===== src/cus_pkg.sv =====
// Shared types, constants and the CRC-32 byte function for the upload session checker.
// Used by every module of the block; depends on nothing.
package cus_pkg;

   localparam int SLOT_COUNT  = 4;
   localparam int CHUNK_BYTES = 8;
   localparam int QUEUE_DEPTH = 2;
   localparam int QPTR_W      = 1;
   localparam int QCNT_W      = 2;

   localparam logic [31:0] CRC_POLY = 32'hEDB88320;

   localparam logic [23:0] MIN_SIZE_RESET = 24'd16;
   localparam logic [23:0] MAX_SIZE_RESET = 24'hFFFFFF;
   localparam logic [31:0] MAGIC_RESET    = 32'd0;

   localparam int CSR_AW = 4;
   localparam logic [1:0] REG_MIN_SIZE = 2'd0;
   localparam logic [1:0] REG_MAX_SIZE = 2'd1;
   localparam logic [1:0] REG_MAGIC    = 2'd2;

   typedef enum logic [1:0] {
      MODE_BEGIN = 2'd0,
      MODE_DATA  = 2'd1,
      MODE_END   = 2'd2,
      MODE_ABORT = 2'd3
   } mode_type;

   typedef enum logic [3:0] {
      STAT_BEGUN      = 4'd0,
      STAT_DATA_OK    = 4'd1,
      STAT_COMPLETE   = 4'd2,
      STAT_ABORTED    = 4'd3,
      STAT_BAD_SLOT   = 4'd4,
      STAT_BAD_SIZE   = 4'd5,
      STAT_NO_SESSION = 4'd6,
      STAT_OFFSET     = 4'd7,
      STAT_OVERFLOW   = 4'd8,
      STAT_INCOMPLETE = 4'd9,
      STAT_CRC        = 4'd10,
      STAT_MAGIC      = 4'd11
   } status_type;

   typedef enum logic [1:0] {
      BK_IDLE   = 2'd0,
      BK_CRC    = 2'd1,
      BK_RESULT = 2'd2
   } back_state_type;

   // Classified command handed from the front to the back through the queue.
   typedef struct packed {
      mode_type    mode;
      logic        bad_slot;
      logic        bad_size;
      logic [2:0]  slot;
      logic [23:0] size;
      logic [23:0] offset;
      logic [3:0]  count;
      logic [63:0] bytes;
      logic [31:0] claim;
   } cmd_type;

   // One reflected CRC-32 byte update.
   function automatic logic [31:0] crc_byte(input logic [31:0] c_in, input logic [7:0] b);
      logic [31:0] c;
      c = c_in ^ {24'd0, b};
      for (int k = 0; k < 8; k++) begin
         c = (c >> 1) ^ (CRC_POLY & {32{c[0]}});
      end
      return c;
   endfunction

endpackage


===== src/cus_front.sv =====
// Front end of the upload session checker: accepts items, classifies them
// (slot and size range, clamped byte count) and holds them in a short queue.
// Depends on cus_pkg.
module cus_front import cus_pkg::*; (
   input  logic          clock,
   input  logic          reset,
   input  logic          req_tvalid,
   output logic          req_tready,
   input  logic [1:0]    req_tuser,   // mode
   input  logic [151:0]  req_tdata,   // slot_request, announced_size, chunk_offset,
                                      // byte_count, chunk_bytes, claimed_crc, pad
   input  logic [23:0]   min_size,
   input  logic [23:0]   max_size,
   input  logic          q_pop,
   output logic          q_valid,
   output cmd_type       q_cmd
);

   cmd_type               queue_ff [QUEUE_DEPTH];
   logic [QPTR_W-1:0]     wr_ptr_ff, wr_ptr_in;
   logic [QPTR_W-1:0]     rd_ptr_ff, rd_ptr_in;
   logic [QCNT_W-1:0]     count_ff, count_in;
   cmd_type               cmd;
   logic                  push;
   logic [3:0]            raw_count;

   always_comb begin
      raw_count     = req_tdata[54:51];
      cmd.mode      = mode_type'(req_tuser);
      cmd.slot      = req_tdata[2:0];
      cmd.size      = req_tdata[26:3];
      cmd.offset    = req_tdata[50:27];
      cmd.bytes     = req_tdata[118:55];
      cmd.claim     = req_tdata[150:119];
      cmd.bad_slot  = {1'b0, cmd.slot} >= 4'(SLOT_COUNT);
      cmd.bad_size  = (cmd.size < min_size) || (cmd.size > max_size);
      // clamp oversized byte counts to the chunk width
      cmd.count     = (raw_count > 4'(CHUNK_BYTES)) ? 4'(CHUNK_BYTES) : raw_count;
   end

   assign req_tready = (count_ff != QCNT_W'(QUEUE_DEPTH));
   assign push       = req_tvalid && req_tready;
   assign q_valid    = (count_ff != '0);
   assign q_cmd      = queue_ff[rd_ptr_ff];

   always_comb begin
      wr_ptr_in = push  ? wr_ptr_ff + 1'b1 : wr_ptr_ff;
      rd_ptr_in = q_pop ? rd_ptr_ff + 1'b1 : rd_ptr_ff;
      priority if (push && !q_pop) begin
         count_in = count_ff + 1'b1;
      end else if (q_pop && !push) begin
         count_in = count_ff - 1'b1;
      end else begin
         count_in = count_ff;
      end
   end

   always_ff @(posedge clock) begin
      if (reset) begin
         wr_ptr_ff <= '0;
         rd_ptr_ff <= '0;
         count_ff  <= '0;
      end else begin
         wr_ptr_ff <= wr_ptr_in;
         rd_ptr_ff <= rd_ptr_in;
         count_ff  <= count_in;
      end
   end

   always_ff @(posedge clock) begin
      if (push) begin
         queue_ff[wr_ptr_ff] <= cmd;
      end
   end

endmodule


===== src/cus_back.sv =====
// Back end of the upload session checker: session state, byte-serial CRC-32
// unit and the result register. Depends on cus_pkg.
module cus_back import cus_pkg::*; (
   input  logic          clock,
   input  logic          reset,
   input  logic          q_valid,
   input  cmd_type       q_cmd,
   output logic          q_pop,
   input  logic [31:0]   magic_word,
   output logic          rsp_tvalid,
   input  logic          rsp_tready,
   output logic [3:0]    rsp_tuser,
   output logic [87:0]   rsp_tdata
);

   back_state_type state_ff, state_in;

   logic        recv_ff, recv_in;
   logic [2:0]  slot_ff, slot_in;
   logic [23:0] exp_ff, exp_in;
   logic [23:0] rcv_ff, rcv_in;
   logic [31:0] crc_ff, crc_in;
   logic [31:0] header_ff, header_in;

   // CRC loop working registers
   logic [31:0] work_ff, work_in;
   logic [63:0] shift_ff, shift_in;
   logic [23:0] pos_ff, pos_in;
   logic [3:0]  rem_ff, rem_in;

   logic        out_valid_ff, out_valid_in;
   status_type  out_status_ff, status_in;
   logic [87:0] out_data_ff;
   logic        load;
   logic        out_free;

   assign out_free = !out_valid_ff || rsp_tready;

   always_comb begin
      state_in  = state_ff;
      recv_in   = recv_ff;
      slot_in   = slot_ff;
      exp_in    = exp_ff;
      rcv_in    = rcv_ff;
      crc_in    = crc_ff;
      header_in = header_ff;
      work_in   = work_ff;
      shift_in  = shift_ff;
      pos_in    = pos_ff;
      rem_in    = rem_ff;
      status_in = STAT_DATA_OK;
      load      = 1'b0;
      q_pop     = 1'b0;

      unique case (state_ff)
         BK_IDLE: begin
            if (q_valid && out_free) begin
               q_pop = 1'b1;
               load  = 1'b1;
               unique case (q_cmd.mode)
                  MODE_BEGIN: begin
                     priority if (q_cmd.bad_slot) begin
                        status_in = STAT_BAD_SLOT;
                     end else if (q_cmd.bad_size) begin
                        status_in = STAT_BAD_SIZE;
                     end else begin
                        recv_in   = 1'b1;
                        slot_in   = q_cmd.slot;
                        exp_in    = q_cmd.size;
                        rcv_in    = '0;
                        crc_in    = '0;
                        header_in = '0;
                        status_in = STAT_BEGUN;
                     end
                  end
                  MODE_DATA: begin
                     priority if (!recv_ff) begin
                        status_in = STAT_NO_SESSION;
                     end else if (q_cmd.offset != rcv_ff) begin
                        status_in = STAT_OFFSET;
                     end else if (({1'b0, rcv_ff} + 25'(q_cmd.count)) > {1'b0, exp_ff}) begin
                        status_in = STAT_OVERFLOW;
                     end else begin
                        // hold the result until every byte went through the CRC unit
                        load     = 1'b0;
                        work_in  = ~crc_ff;
                        shift_in = q_cmd.bytes;
                        pos_in   = rcv_ff;
                        rem_in   = q_cmd.count;
                        state_in = BK_CRC;
                     end
                  end
                  MODE_END: begin
                     priority if (!recv_ff) begin
                        status_in = STAT_NO_SESSION;
                     end else if (rcv_ff != exp_ff) begin
                        status_in = STAT_INCOMPLETE;
                     end else if (crc_ff != q_cmd.claim) begin
                        recv_in   = 1'b0;
                        status_in = STAT_CRC;
                     end else if (header_ff != magic_word) begin
                        recv_in   = 1'b0;
                        status_in = STAT_MAGIC;
                     end else begin
                        recv_in   = 1'b0;
                        status_in = STAT_COMPLETE;
                     end
                  end
                  MODE_ABORT: begin
                     recv_in   = 1'b0;
                     rcv_in    = '0;
                     status_in = STAT_ABORTED;
                  end
                  default: begin
                     status_in = STAT_ABORTED;
                  end
               endcase
            end
         end
         BK_CRC: begin
            if (rem_ff != '0) begin
               work_in = crc_byte(work_ff, shift_ff[7:0]);
               if (pos_ff < 24'd4) begin
                  header_in[{pos_ff[1:0], 3'b000} +: 8] =
                     header_ff[{pos_ff[1:0], 3'b000} +: 8] | shift_ff[7:0];
               end
               shift_in = shift_ff >> 8;
               pos_in   = pos_ff + 24'd1;
               rem_in   = rem_ff - 4'd1;
            end else begin
               state_in = BK_RESULT;
            end
         end
         BK_RESULT: begin
            if (out_free) begin
               load      = 1'b1;
               crc_in    = ~work_ff;
               rcv_in    = pos_ff;
               status_in = STAT_DATA_OK;
               state_in  = BK_IDLE;
            end
         end
         default: begin
            state_in = BK_IDLE;
         end
      endcase

      if (load) begin
         out_valid_in = 1'b1;
      end else if (rsp_tready) begin
         out_valid_in = 1'b0;
      end else begin
         out_valid_in = out_valid_ff;
      end
   end

   always_ff @(posedge clock) begin
      if (reset) begin
         state_ff     <= BK_IDLE;
         out_valid_ff <= 1'b0;
         recv_ff      <= 1'b0;
         slot_ff      <= '0;
         exp_ff       <= '0;
         rcv_ff       <= '0;
         crc_ff       <= '0;
         header_ff    <= '0;
      end else begin
         state_ff     <= state_in;
         out_valid_ff <= out_valid_in;
         recv_ff      <= recv_in;
         slot_ff      <= slot_in;
         exp_ff       <= exp_in;
         rcv_ff       <= rcv_in;
         crc_ff       <= crc_in;
         header_ff    <= header_in;
      end
   end

   always_ff @(posedge clock) begin
      work_ff  <= work_in;
      shift_ff <= shift_in;
      pos_ff   <= pos_in;
      rem_ff   <= rem_in;
      if (load) begin
         out_status_ff <= status_in;
         out_data_ff   <= {4'd0, slot_in, recv_in, crc_in, exp_in, rcv_in};
      end
   end

   assign rsp_tvalid = out_valid_ff;
   assign rsp_tuser  = out_status_ff;
   assign rsp_tdata  = out_data_ff;

endmodule


===== src/crc_checked_upload_session_top.sv =====
// Upload session checker with running CRC-32: top level with the register port.
// Instantiates cus_front and cus_back; depends on cus_pkg.
//
// Usage:
//   req_*  : one command per item (begin, data chunk, end, abort), mode on tuser.
//   rsp_*  : exactly one result item per command, in order, status on tuser.
//   csr_*  : min_size at 0x0, max_size at 0x4, magic_word at 0x8; write only
//            while no command is in flight.
// Timing: an accepted item is registered in the two-entry front queue; begin,
// end and abort are taken from it and written to the result register in the
// same cycle, so their result shows from the result register. A data chunk
// holds the back end for the take from the queue, one byte per cycle through
// the CRC unit, a closing step and the result write. Sustained rate: 1 item per
// cycle for control commands while results are taken; a data chunk keeps the
// next item waiting until its result is written.
// Reset: synchronous; clears the queue, the result register and the session
// state; registers return to min_size 16, max_size 0xFFFFFF, magic 0.
// Stall: a held result keeps the back end from taking its next item, and a
// finished chunk waits for it; the queue keeps accepting until both entries fill.
module crc_checked_upload_session_top import cus_pkg::*; (
   input  logic               clock,
   input  logic               reset,
   input  logic               req_tvalid,
   output logic               req_tready,
   input  logic [1:0]         req_tuser,   // mode
   input  logic [151:0]       req_tdata,   // slot_request[2:0], announced_size[26:3],
                                           // chunk_offset[50:27], byte_count[54:51],
                                           // chunk_bytes[118:55], claimed_crc[150:119]
   output logic               rsp_tvalid,
   input  logic               rsp_tready,
   output logic [3:0]         rsp_tuser,   // status
   output logic [87:0]        rsp_tdata,   // received_count[23:0], expected_count[47:24],
                                           // crc_value[79:48], session_open[80],
                                           // slot_out[83:81]
   input  logic               csr_psel,
   input  logic               csr_penable,
   input  logic               csr_pwrite,
   input  logic [CSR_AW-1:0]  csr_paddr,
   input  logic [31:0]        csr_pwdata,
   output logic [31:0]        csr_prdata,
   output logic               csr_pready
);

   logic [23:0] min_size_ff;
   logic [23:0] max_size_ff;
   logic [31:0] magic_ff;
   logic        csr_write;
   logic        q_valid;
   logic        q_pop;
   cmd_type     q_cmd;

   assign csr_pready = 1'b1;
   assign csr_write  = csr_psel && csr_penable && csr_pwrite && csr_pready;

   always_ff @(posedge clock) begin
      if (reset) begin
         min_size_ff <= MIN_SIZE_RESET;
         max_size_ff <= MAX_SIZE_RESET;
         magic_ff    <= MAGIC_RESET;
      end else if (csr_write) begin
         unique case (csr_paddr[3:2])
            REG_MIN_SIZE: min_size_ff <= csr_pwdata[23:0];
            REG_MAX_SIZE: max_size_ff <= csr_pwdata[23:0];
            REG_MAGIC:    magic_ff    <= csr_pwdata;
            default: begin
            end
         endcase
      end
   end

   always_comb begin
      unique case (csr_paddr[3:2])
         REG_MIN_SIZE: csr_prdata = {8'd0, min_size_ff};
         REG_MAX_SIZE: csr_prdata = {8'd0, max_size_ff};
         REG_MAGIC:    csr_prdata = magic_ff;
         default:      csr_prdata = '0;
      endcase
   end

   cus_front u_front (
      .clock      (clock),
      .reset      (reset),
      .req_tvalid (req_tvalid),
      .req_tready (req_tready),
      .req_tuser  (req_tuser),
      .req_tdata  (req_tdata),
      .min_size   (min_size_ff),
      .max_size   (max_size_ff),
      .q_pop      (q_pop),
      .q_valid    (q_valid),
      .q_cmd      (q_cmd)
   );

   cus_back u_back (
      .clock      (clock),
      .reset      (reset),
      .q_valid    (q_valid),
      .q_cmd      (q_cmd),
      .q_pop      (q_pop),
      .magic_word (magic_ff),
      .rsp_tvalid (rsp_tvalid),
      .rsp_tready (rsp_tready),
      .rsp_tuser  (rsp_tuser),
      .rsp_tdata  (rsp_tdata)
   );

endmodule


===== config.mk =====
export PLATFORM = sky130hd
export DESIGN_NAME = crc_checked_upload_session_top
export DESIGN_NICKNAME = d
export VERILOG_FILES = /design/src/cus_pkg.sv /design/src/cus_front.sv /design/src/cus_back.sv /design/src/crc_checked_upload_session_top.sv
export SDC_FILE = /design/constraint.sdc
export NUM_CORES = 1
export LEC_CHECK = 0
export BUFFER_PORTS_ARGS = -buffer_cell sky130_fd_sc_hd__buf_2
export CAP_MARGIN = 20
export CORE_ASPECT_RATIO = 1.1
export CORE_UTILIZATION = 54
export DETAILED_ROUTE_END_ITERATION = 6
export PLACE_DENSITY = 0.77
export SKIP_CTS_REPAIR_TIMING = 1
export SYNTH_ARGS = -nofsm -noshare
export SYNTH_HDL_FRONTEND = slang
export SYNTH_HIERARCHICAL = 1
export SYNTH_SLANG_ARGS = --single-unit

===== constraint.sdc =====
create_clock -name clock -period 13.4 [get_ports clock]
set_input_delay 2.68 -clock clock [delete_from_list [all_inputs] [get_ports clock]]
set_output_delay 2.68 -clock clock [all_outputs]
set_load 0.005 [all_outputs]

Word-level counts from Yosys, hierarchy flattened:

Memory sizes are Yosys's and may differ from the RTL's. A register that Yosys moved wholly into a read port is not among the register bits.
Index checks and enable logic that the tools add are counted.

* register bits after elaboration: 415
* memory bits (writable): 310
* bits of input ports: 197
* output and inout port bits: 127
* memories: 1

* add/subtract/negate cells: 8
* order comparisons: 6
* equal/unequal tests: 24
* shifts and indexed selects: 3
* multiplexer cells: 102
* bitwise gates (word level): 12
* reductions and logical operators: 26

Memory list
* u_front.queue_ff: words 2, width 155, read ports 1, clocked after memory_dff 1, wr ports 1, RTL line cus_front.sv:19 `cmd_type queue_ff [QUEUE_DEPTH];`

Operators with widths (count)
* $mux W32: 17
* $mux W64: 6
* $mux W24: 15
* $xor A31 B32 Y32: 8
* $pmux W32 S2: 3
* $pmux W24 S2: 3
* $pmux W64 S2: 1
* $pmux W32 S3: 1
* $ne A32 B32 Y1: 2
* $not A32 Y32: 2
* $mux W4: 15
* $ne A24 B24 Y1: 2
* $bwmux W32: 1
* $shift A8 B7 Y32 const A: 1
* $shiftx A32 B6 Y8: 1
* $shiftx A8 B7 Y32: 1
* $xor A32 B8 Y32: 1
* $add A24 B4 Y25: 1
* $gt A25 B24 Y1: 1
* $add A24 B1 Y24 const B: 1
* $gt A24 B24 Y1: 1
* $lt A24 B24 Y1: 1
* $lt A24 B3 Y1 const B: 1
* $reduce_and A7 Y1: 3
* 27 further kinds: 92

Logic depth before layout (Yosys ltp):

Gate-level depths: netlist of the first run.

* word-level depth: 11
* gate-level depth with buffers: 19
* mapped depth without buffers: 17

By module:

The synthesis of the first run kept the hierarchy.

Modules (own cells, without submodules)
* cus_back: instances 1, cells each 1437, area an instance 16256.8 um^2
* cus_front: instances 1, cells each 678, area an instance 12539.5 um^2
* crc_checked_upload_session_top: instances 1, cells each 418, area an instance 3907.5 um^2

Worst setup path before layout of the first run:

No wires, ideal clock.

* kind: register -> register
* from: register (tool-made name)
* to: register u_back.pos_ff[0], enable pin
* library setup time: 785 ps
* data arrival time: 12704 ps
* setup slack: -89 ps
* stages on the path, launching flop included: 20
* cell sequence: dfxtp_1 > clkbuf_1 > buf_2 > mux2_2 > ha_1 > inv_1 > fa_1 > nand2b_1 > a21oi_1 > nand3_1 > nor2_1 > xor2_1 > ha_1 > nand3_1 > nor2_1 > o41ai_1 > o211ai_1 > a21oi_1 > nor2_1 > nor3b_1

RTL lines
* to (signal assigned): RTL line cus_back.sv:182 `pos_ff <= pos_in;`
* to (decl): RTL line cus_back.sv:28 `logic [23:0] pos_ff, pos_in;`

Final worst setup path of the first run:

* from: input csr_paddr[3]
* to: output csr_prdata[8]

* longest elaborated chain between the ends: 2
* elaborated cells on any way between the ends: 4
* classes of those cells: eq/ne: 2; mux: 1; reduce/logical: 1

RTL lines
* from (decl): RTL line crc_checked_upload_session_top.sv:38 `input logic [CSR_AW-1:0] csr_paddr,`
* $eq A2 B2 Y1 (tied with other cells): RTL line crc_checked_upload_session_top.sv:72 `unique case (csr_paddr[3:2])`
* $pmux W32 S3 (*): RTL line crc_checked_upload_session_top.sv:72
* to (decl): RTL line crc_checked_upload_session_top.sv:40 `output logic [31:0] csr_prdata,`

Mark *: on every way between the ends. The rest lies on a longest branch, timed or not.

==> out/results.env, run 1 <==
POWER.SWITCHING_FRACTION_PCT=26.4
FMAXACHIEVABLE_MHz=134
HTREE_LEVELS=3
CTS.SINKS=726
SYN-MEAN-INSTANCE-AREA_UM2=12.9
ANT_NETS=0
CLK_LATENCY_PS=620
FIN_NETS=3100
DIE_AREA_UM2=61600
SYNTH_ENABLE_FLOP_CELLS=522
CTS_TREE='yes'
INITIAL_CORE_UTILIZATION_PCT=54.6
LEAKAGE_POWER_SUMMED_OVER_ALL_CELLS_nW=14.3
VIOLATIONS='DRC'
CLKPWRFRAC_PCT=34.1
SYNTHESIS.INSTANCES=2533
CLK_PIN_SLEW_WORST_PATHS_PS=60
SYNTH-SEQ-AREA-SHARE_PCT=60.4
START_KIND='input pin'
TOTALWIRELENGTH_MM=77.6
POST_DRT_WL_PER_CELL_UM=21.3
MAXIMUM_NUMBER_OF_PINS_ON_ONE_NET_BEFORE_GLOBAL_ROUTE_REPAIR=126
GRT-OVFL-TOTAL=0
SYNTH_TOP_AREA_CELL='sky130_fd_sc_hd__edfxtp_1'
SYNTH-SEQ-CELLS=726
RSZ_0062_RAISED_AFTER_GLOBAL_ROUTING='no'
AREA_GROWTH_PCT=14.5
CRIT_ARRIVAL_PS=4790
SYNTH.TOP_CELLS.BY_AREA='sky130_fd_sc_hd__edfxtp_1 (48%), sky130_fd_sc_hd__dfxtp_1 (12%), sky130_fd_sc_hd__mux2_2 (7.8%)'
CRIT_CHAIN='buf_2, nor2b_2, buf_4, nand2_1, o21ai_0, buf_2'
PATH_MAX_FANOUT=29
CRITICAL_PATH_REQUIRED_PS=10720
SYNTH_FF_TYPE='sky130_fd_sc_hd__edfxtp_1'
TRITONCTS_BUFFERS=75
COMB_POWER_SHARE_PCT=18.3
TIMING.SETUP.TNS_PS=0
COREAREA_UM2=59900
POWER.INTERNAL_mW=4.42
GRT_PASS1_VIAS=20600
DIE-WIDTH_UM=237
IO_PINS=324
DRIVE_GT1_SHARE_PCT=24.8
DETAIL_ROUTE.FIRST_PASS.ITERATIONS=7
NUMBER_OF_PLACEMENT_ROWS=94
POWER_DENSITY_nW_PER_UM2=160
CLK_ROOT_BUFFER_CELL='sky130_fd_sc_hd__clkbuf_16'
FINAL-SETUP-VIOL-COUNT=0
ASYNCSETRESETFLOPFRACSYNTH_PCT=0
OUTCOME='finished, violations left'
FINALMAXSLEWVIOLATIONS=0
SEQPWRFRAC_PCT=47.5
CTS_MAX_PATH_BUFFERS=3
SYNTH_CELL_TYPES=62
TOTAL_TRACK_USAGE_PCT=25.0
WORSTMARGINPINSLEW_PS=1040
DETAILED_PLACE_HPWL_MM=53.6
ANTENNA_FOUND_INITIAL=8
WORST_SETUP_PATH_END_KIND='output port'
SYNTH_TOP_AREA_SHARE_PCT=47.9
P_SW_mW=1.58
ROUTE.VIAS.TOTAL=20600
HOLD_PATH_CLASS='flip-flop to flip-flop'
YOSYS_WARNINGS=6
AVGVIACOUNTPERCELL=5.64
VDD.IR_DROP.WORST_V=0.000136
SYN-CELL-AREA_UM2=32700
GRT_FIRST_PASS_WIRELENGTH_MM=117
TIMING.CRITICAL_PATH.SLOWEST_STAGE_CELL='sky130_fd_sc_hd__nor2b_2'
PORT_BUFFERS=315
CRIT_TYPE='input pin to output port'
CRITICAL-PATH-MAX-STAGE-DELAY_PS=770
REG2REG_SETUP_SLACK_PS=6510
TOTAL_POWER_AFTER_LAYOUT_mW=6.01
DRV.MAX_CAP_VIOLATION_COUNT=0
CP_COMMON_CELL='sky130_fd_sc_hd__buf_2'
FIN_CRIT_PS=7470
CHIPHEIGHT_UM=260
ROUTABILITYCONGESTION=0.951
FINAL_MIN_PERIOD_OVER_CLOCK_PERIOD_PCT=55.8
DRC=1
CLOCK_SKEW_PS=21.9
HOLD_VIOL=0
SLEW_HEADROOM_PCT=30.5
DR.FIRST_ITER.DRC_COUNT=1686
[layout make-up]
cell class,count,area [µm²]
Antenna cell,3,7.51
Tap cell,768,961
Clock inverter,36,400
Multi-Input combinational cell,1583,12000
Sequential cell,726,19800
Inverter,90,338
Fill cell,4545,22400
Timing Repair Buffer,341,1890
Clock buffer,99,2040
[registers in the layout, summed over array words and instances (netlist names), 32 cells and up, named ones only]
| register | cells |
|---|---|
| magic_ff | 32 |
| u_back/crc_ff | 32 |
| u_back/header_ff | 32 |
| u_back/rsp_tdata | 84 |
| u_back/shift_ff | 64 |
| u_back/work_ff | 32 |
| u_front/queue_ff | 310 |
[cell usage after synthesis (28+ instances only)]
library cell / number
sky130_fd_sc_hd__edfxtp_1: 522
sky130_fd_sc_hd__mux2_2: 226
sky130_fd_sc_hd__dfxtp_1: 204
sky130_fd_sc_hd__nor2_1: 131
sky130_fd_sc_hd__xor2_1: 122
sky130_fd_sc_hd__nand2_1: 120
sky130_fd_sc_hd__mux2i_1: 105
sky130_fd_sc_hd__xnor2_1: 103
sky130_fd_sc_hd__nand2b_1: 97
sky130_fd_sc_hd__a21oi_1: 94
sky130_fd_sc_hd__nor2b_1: 91
sky130_fd_sc_hd__inv_1: 89
sky130_fd_sc_hd__clkbuf_1: 88
sky130_fd_sc_hd__ha_1: 85
sky130_fd_sc_hd__o21ai_0: 84
sky130_fd_sc_hd__nand3_1: 59
sky130_fd_sc_hd__or3_1: 35
sky130_fd_sc_hd__nand4_1: 32
sky130_fd_sc_hd__nor4_1: 29
sky130_fd_sc_hd__buf_2: 28
[metal layers]
metal  GRT usage [%]  routed length (µm)  vias up
met5               0                  69        -
met4            9.07                2300       10
met3            3.87                4280      135
met2            42.1               38400      625
met1            32.7               32600    10200
li1                -                   -     9649
[stage by stage]
step                      hold slack [ps]  setup WS [ps]  area [µm²]  utilization (%)  instances
after global placement                464           6000       34800             58.2       3499
after CTS                             480           5990       37400             62.4       3638
after global routing                  491           5840       37400             62.5       3644
final                                 480           5930       37400             62.5       3646
after floorplan                       453           3530       32700                -       2536
after detailed placement              470           5990       34900             58.3       3503
[logic make-up (layout without fill, tap and decap cells)]
family	after synthesis	after routing	synth area share (%)
AO/OA/AOI/OAI	258	258	4.53
XOR/XNOR	230	230	6.27
adder cells (fa/ha/maj)	86	86	3.31
buffers and inverters	227	566	2.98
flip-flops	726	726	60.4
multiplexers	352	352	12.0
other	2	8	0.0230
AND/OR/NAND/NOR	652	652	10.5
[worst max-delay path, delay by kind of cell]
kind / cells / cell delay [ps]
buffers and inverters: 3 / 1070
and+or+nand+nor: 2 / 850
AOI/OAI and AO/OA: 1 / 170
[placed cells by master (no fill, tap or decap), drive strengths merged, types with 9 or more instances in the layout]
cell	instances
clkbuf	99
clkinv	23
nor2	131
ha	85
buf	341
nand2	120
a22o	21
mux2i	105
xor2	122
and3	9
mux2	239
dfxtp	204
or3	35
nor2b	91
o21ai	101
inv	95
a21oi	94
nand3	60
xnor2	108
nand4	33
nand2b	97
edfxtp	522
nor4	29
nor3	10
and2	20
[power groups by stage]
stage | Combinational, mW | Sequential [mW] | Clock, mW
finish | 1.10 | 2.86 | 2.05
global route | 1.19 | 2.87 | 2.17
CTS | 1.10 | 2.86 | 2.09
detailed placement | 1.09 | 2.91 | 0
global placement | 1.05 | 2.90 | 0
floorplan | 0.713 | 2.92 | 0
[worst paths after layout]
kind | start | to | cells past startpoint
worst max-delay path | csr_paddr[3] | csr_prdata[8] | 6
worst max register to register | flip-flop | u_back/shift_ff[40] | 19
worst min register to register | u_back/header_ff[2] | u_back/header_ff[2] | 2
worst min-delay path | u_back/header_ff[2] | u_back/header_ff[2] | 2
No activity file was read; power rests on OpenSTA's default activity.
==> run 2, diff against run 1 <==
- CORE_UTILIZATION: 54 -> 55
- PLACE_DENSITY: 0.77 -> 0.75
- clock period: 13.4 -> 7.46 ns (I/O delays scaled with it)
==> run 2 against run 1 <==
  * The run now ends clean
  * Flip-flop and latch count unchanged
  * Final area up 0.11%
  * Register-to-register slack worse by 5400 ps
  * Critical endpoint is now u_back/work_ff[22]
  * Largest cell class unchanged
==> out/results.env, run 2 (synthesis results as in run 1) <==
SEQUENTIAL_CELL_AREA_UM2=19800
TRITONCTS_BUFFERS=75
SLEW_HEADROOM_PCT=25.2
DRC=0
DIE_AREA_UM2=60400
HOLD_VIOL=0
DR.FIRST_ITER.DRC_COUNT=1652
FINAL_MIN_PERIOD_OVER_CLOCK_PERIOD_PCT=85.1
VDD.IR_DROP.WORST_V=0.000189
AVGVIACOUNTPERCELL=5.65
RSZ_0062_RAISED_AFTER_GLOBAL_ROUTING='no'
LARGEST-REGISTER='u_front/queue_ff'
START_KIND='flip-flop'
FILLCELLCOUNT=4467
WORST_SLACK_PS=1110
FINALMAXSLEWVIOLATIONS=0
DRIVE_GT1_SHARE_PCT=24.8
WORSTMARGINPINSLEW_PS=1120
CRITICAL_PATH_REQUIRED_PS=7760
GRT-OVFL-TOTAL=0
HOLD_PATH_CLASS='flip-flop to flip-flop'
DRV.MAX_CAP_VIOLATION_COUNT=0
INITIAL_CORE_UTILIZATION_PCT=55.8
FINAL-SETUP-VIOL-COUNT=0
ANT_NETS=0
COMMONEST_NON_FILL_NON_TAP_CELL_IN_THE_LAYOUT='sky130_fd_sc_hd__edfxtp_1'
CHIPHEIGHT_UM=258
LEAKAGE_POWER_SUMMED_OVER_ALL_CELLS_nW=14.4
CTS.SINKS=726
TOTALWIRELENGTH_MM=78.7
PLACE_WS_PS=1120
OUTCOME='completed'
CLK_ROOT_BUFFER_CELL='sky130_fd_sc_hd__clkbuf_16'
FIN_CRIT_PS=6350
CTS_MAX_PATH_BUFFERS=3
LAYOUT_COMMON_CELLS='sky130_fd_sc_hd__edfxtp_1 (522), sky130_fd_sc_hd__buf_2 (314), sky130_fd_sc_hd__mux2_2 (226), sky130_fd_sc_hd__dfxtp_1 (203), sky130_fd_sc_hd__nor2_1 (130)'
IO_PINS=324
MULTIINPUTGATEAREA_UM2=12000
POST_DRT_WL_PER_CELL_UM=21.6
LARGEST_REGISTER_FFS=310
PATH_MAX_FANOUT=45
PLACED_CELL_AREAS_UM2=34900
FMAXACHIEVABLE_MHz=158
CTS_TREE='yes'
ROUTABILITYCONGESTION=0.885
WORST_SETUP_PATH_END_KIND='flip-flop'
ANTENNA_FOUND_INITIAL=8
NUMBER_OF_PLACEMENT_ROWS=93
CRIT_ARRIVAL_PS=6650
DETAIL_ROUTE.FIRST_PASS.ITERATIONS=6
PORT_BUFFERS=315
ROUTE.VIAS.TOTAL=20600
TOTAL_TRACK_USAGE_PCT=25.8
POWER_DENSITY_nW_PER_UM2=290
MAXIMUM_NUMBER_OF_PINS_ON_ONE_NET_BEFORE_GLOBAL_ROUTE_REPAIR=131
HTREE_LEVELS=3
COREAREA_UM2=58600
TIMING.SETUP.TNS_PS=0
POST-ROUTE-CELL-AREA_UM2=37500
AREA_GROWTH_PCT=14.6
DETAILED_PLACE_HPWL_MM=54.7
TOTAL_POWER_AFTER_LAYOUT_mW=10.9
GRT_PASS1_VIAS=20500
FINALHOLDWORSTSLACK_PS=486
GRT_FIRST_PASS_WIRELENGTH_MM=118
CLK_PIN_SLEW_WORST_PATHS_PS=70
DIE-WIDTH_UM=235
FIN_NETS=3105
CLOCK_SKEW_PS=16.5
CLK_LATENCY_PS=630
CRIT_TYPE='flip-flop to flip-flop'
-- run 2: where the power goes --
part / leakage (nW) / total, mW / internal (mW) / switching (mW)
registers: 6.51 / 5.15 / 4.96 / 0.192
logic: 6.65 / 1.95 / 0.846 / 1.11
clock network: 1.21 / 3.76 / 2.19 / 1.57
total: 14.4 / 10.9 / 7.99 / 2.87
-- run 2: final timing paths --
path,to,slack (ps),cells past startpoint,start
setup / recovery,u_back/work_ff[22],1110,17,flip-flop
hold / removal,u_back/header_ff[18],490,2,u_back/header_ff[18]
setup reg to reg,u_back/work_ff[22],1110,17,flip-flop
hold reg to reg,u_back/header_ff[18],490,2,u_back/header_ff[18]
-- run 2: layer usage --
metal	share of wire [%]	routed length, µm	track usage (%)	vias to the layer above
met5	0.11	86	0	-
met4	3.1	2410	9.12	8
met3	6.5	5120	4.85	148
met2	48	38100	41.8	702
met1	42	33000	34.8	10100
li1	-	-	-	9661
-- run 2: critical path: stages, from the launching register on --
cell	delay, ps
sky130_fd_sc_hd__dfxtp_4	780
sky130_fd_sc_hd__mux2_2	450
sky130_fd_sc_hd__ha_1	290
sky130_fd_sc_hd__a21o_1	110
sky130_fd_sc_hd__a21oi_1	110
sky130_fd_sc_hd__o21bai_1	370
sky130_fd_sc_hd__and3_1	300
sky130_fd_sc_hd__and2_1	200
sky130_fd_sc_hd__nand4_1	130
sky130_fd_sc_hd__xnor2_1	170
sky130_fd_sc_hd__ha_1	290
sky130_fd_sc_hd__nand3_1	170
sky130_fd_sc_hd__nor4_1	520
sky130_fd_sc_hd__nand2_1	120
sky130_fd_sc_hd__a21oi_1	450
sky130_fd_sc_hd__nor2_1	180
sky130_fd_sc_hd__nor3b_4	930
sky130_fd_sc_hd__buf_4	430
-- run 2: final cells by class --
cell class	instances	area share, %
Antenna cell	3	0.0200
Timing Repair Buffer	346	5.05
Clock buffer	100	5.42
Sequential cell	726	52.7
Inverter	90	0.901
Clock inverter	39	1.20
Multi-Input combinational cell	1583	32.1
Tap cell	760	2.54
-- run 2: per-stage QoR --
stage | util, % | cells
after floorplan | - | 2536
after global placement | 59.5 | 3499
after detailed placement | 59.6 | 3501
after CTS | 63.8 | 3640
after global routing | 63.9 | 3646
final | 63.9 | 3647
==> run 3, diff against run 2 <==
- PLACE_DENSITY: 0.75 -> 0.77
- SKIP_LAST_GASP: default -> 1
==> run 3 against run 2 <==
  * Critical path depth up 1
  * Power fell by 0.81%
  * Maximum frequency up 4.3%
  * Non-clock buffer count grew 6
  * Count of clock-buffer cells in the layout down 11
  * Die area did not move
  * Register-to-register slack improved by 260 ps
  * Final cell count is 0.11% lower
  * Highest routed layer unchanged
==> out/results.env, run 3 (synthesis results as in run 1) <==
CRITICAL-PATH-MAX-STAGE-DELAY_PS=830
FINAL-SETUP-VIOL-COUNT=0
DETAILED_PLACE_HPWL_MM=53.8
SEQPWRFRAC_PCT=47.6
START_KIND='flip-flop'
CRITICAL_PATH_REQUIRED_PS=7690
FMAXACHIEVABLE_MHz=164
DRV.MAX_CAP_VIOLATION_COUNT=0
FINAL_CORE_UTILIZATION_PCT=63.8
WORST_SETUP_PATH_END_KIND='flip-flop'
DETAIL_ROUTE.FIRST_PASS.ITERATIONS=6
DRC=0
SLEW_HEADROOM_PCT=27.6
ROUTE.VIAS.TOTAL=20600
TOTALWIRELENGTH_MM=77.9
PLACED_CELL_AREAS_UM2=34900
POWER.SWITCHING_FRACTION_PCT=26.3
ANTENNA_FOUND_INITIAL=7
POWER_DENSITY_nW_PER_UM2=288
GRT-OVFL-TOTAL=0
INITIAL_CORE_UTILIZATION_PCT=55.8
TOTAL_TRACK_USAGE_PCT=25.6
HOLD_VIOL=0
CRIT_TYPE='flip-flop to flip-flop'
IO_PINS=324
ANT_NETS=0
FIN_CRIT_PS=6080
FILLCELLCOUNT=4391
MAXIMUM_NUMBER_OF_PINS_ON_ONE_NET_BEFORE_GLOBAL_ROUTE_REPAIR=114
COMMONEST_NON_FILL_NON_TAP_CELL_IN_THE_LAYOUT='sky130_fd_sc_hd__edfxtp_1'
CLK_LATENCY_PS=620
PORT_BUFFERS=315
CRIT_CHAIN='mux2_2, ha_1, a21o_1, a21oi_1, o21bai_1, and3_1, and2_1, nand4_1, xnor2_1, ha_1, nand3_1, nor4_1, o21ai_0, o211ai_1, a21oi_1, a21o_1, nand2_4, buf_4'
FIN_NETS=3109
RSZ_0062_RAISED_AFTER_GLOBAL_ROUTING='no'
CRIT_ARRIVAL_PS=6310
TRITONCTS_BUFFERS=73
TIMING.CRITICAL_PATH.SLOWEST_STAGE_CELL='sky130_fd_sc_hd__buf_4'
WORSTMARGINPINSLEW_PS=1090
LAYOUT_COMMON_CELLS='sky130_fd_sc_hd__edfxtp_1 (522), sky130_fd_sc_hd__buf_2 (314), sky130_fd_sc_hd__mux2_2 (226), sky130_fd_sc_hd__dfxtp_1 (203), sky130_fd_sc_hd__nor2_1 (130)'
ROUTABILITYCONGESTION=0.912
OUTCOME='completed'
PATH_MAX_FANOUT=79
DIE_AREA_UM2=60400
CLK_ROOT_BUFFER_CELL='sky130_fd_sc_hd__clkbuf_16'
POST-ROUTE-CELL-AREA_UM2=37400
DRIVE_GT1_SHARE_PCT=24.8
LEAKAGE_POWER_SUMMED_OVER_ALL_CELLS_nW=14.3
COMB_POWER_SHARE_PCT=18.4
CLKPWRFRAC_PCT=34.0
FINALHOLDWORSTSLACK_PS=485
CHIPHEIGHT_UM=258
P_SW_mW=2.84
CLOCK_SKEW_PS=26.0
POWER.INTERNAL_mW=7.93
DR.FIRST_ITER.DRC_COUNT=1792
COREAREA_UM2=58600
HTREE_LEVELS=3
CLK_PIN_SLEW_WORST_PATHS_PS=60
TIMING.SETUP.TNS_PS=0
AVGVIACOUNTPERCELL=5.65
HOLD_PATH_CLASS='flip-flop to flip-flop'
FINALMAXSLEWVIOLATIONS=0
VDD.IR_DROP.WORST_V=0.000230
FINAL_MIN_PERIOD_OVER_CLOCK_PERIOD_PCT=81.5
LARGEST-REGISTER='u_front/queue_ff'
GRT_PASS1_VIAS=20500
LARGEST_REGISTER_FFS=310
CTS.SINKS=726
GRT_FIRST_PASS_WIRELENGTH_MM=118
AREA_GROWTH_PCT=14.5
DIE-WIDTH_UM=235
CTS_MAX_PATH_BUFFERS=3
CTS_TREE='yes'
NUMBER_OF_PLACEMENT_ROWS=93
POST_DRT_WL_PER_CELL_UM=21.4
==> run 3: layer usage <==
layer  part of all wire [%]  global-route usage, %  up-vias
li1                       -                      -     9660
met4                    2.4                   7.69        6
met3                    5.8                   3.85      117
met1                     42                   34.4    10100
met2                     49                   42.7      660
met5                  0.045                      0        -
==> run 3: layout make-up <==
type                            instances  area (µm²)  area share (%)
Timing Repair Buffer                  352        1970            5.25
Multi-Input combinational cell       1583       12000            32.2
Sequential cell                       726       19800            52.8
Clock inverter                         39         445            1.19
Inverter                               90         338           0.902
Antenna cell                            4        10.0          0.0267
Clock buffer                           89        1920            5.12
Tap cell                              760         951            2.54
==> run 3: final timing paths <==
check	start	endpoint	slack, ps	depth (start not counted)
setup / recovery	flip-flop	u_back/rsp_tdata[45]	1380	18
setup reg to reg	flip-flop	u_back/rsp_tdata[45]	1380	18
hold reg to reg	u_back/header_ff[13]	u_back/header_ff[13]	480	2
hold / removal	u_back/header_ff[13]	u_back/header_ff[13]	480	2
==> run 3: stage by stage <==
step | std cells | setup slack (ps) | power [mW]
global route | 3641 | 968 | 11.2
finish | 3643 | 1380 | 10.8
detailed placement | 3504 | 1430 | 7.17
CTS | 3632 | 1440 | 10.8
global placement | 3503 | 1610 | 7.10
floorplan | 2536 | 109 | 6.50
==> run 3: worst max-delay path: cells and delay by family (launching register included) <==
kind            cells  cell delay (ps)
compound gates      7             1390
xor+xnor            1              190
fa+ha+maj           2              610
buf+inv             1              830
flops               1              620
mux                 1              440
simple gates        6             1530
==> run 3: power by group through the flow <==
stage	clock, mW	combinational [mW]	sequential, mW
6_report	3.66	1.98	5.13
5_1_grt	3.86	2.14	5.17
4_1_cts	3.72	1.96	5.14
3_5_place_dp	0	1.94	5.23
3_3_place_gp	0	1.89	5.21
2_1_floorplan	0	1.28	5.22
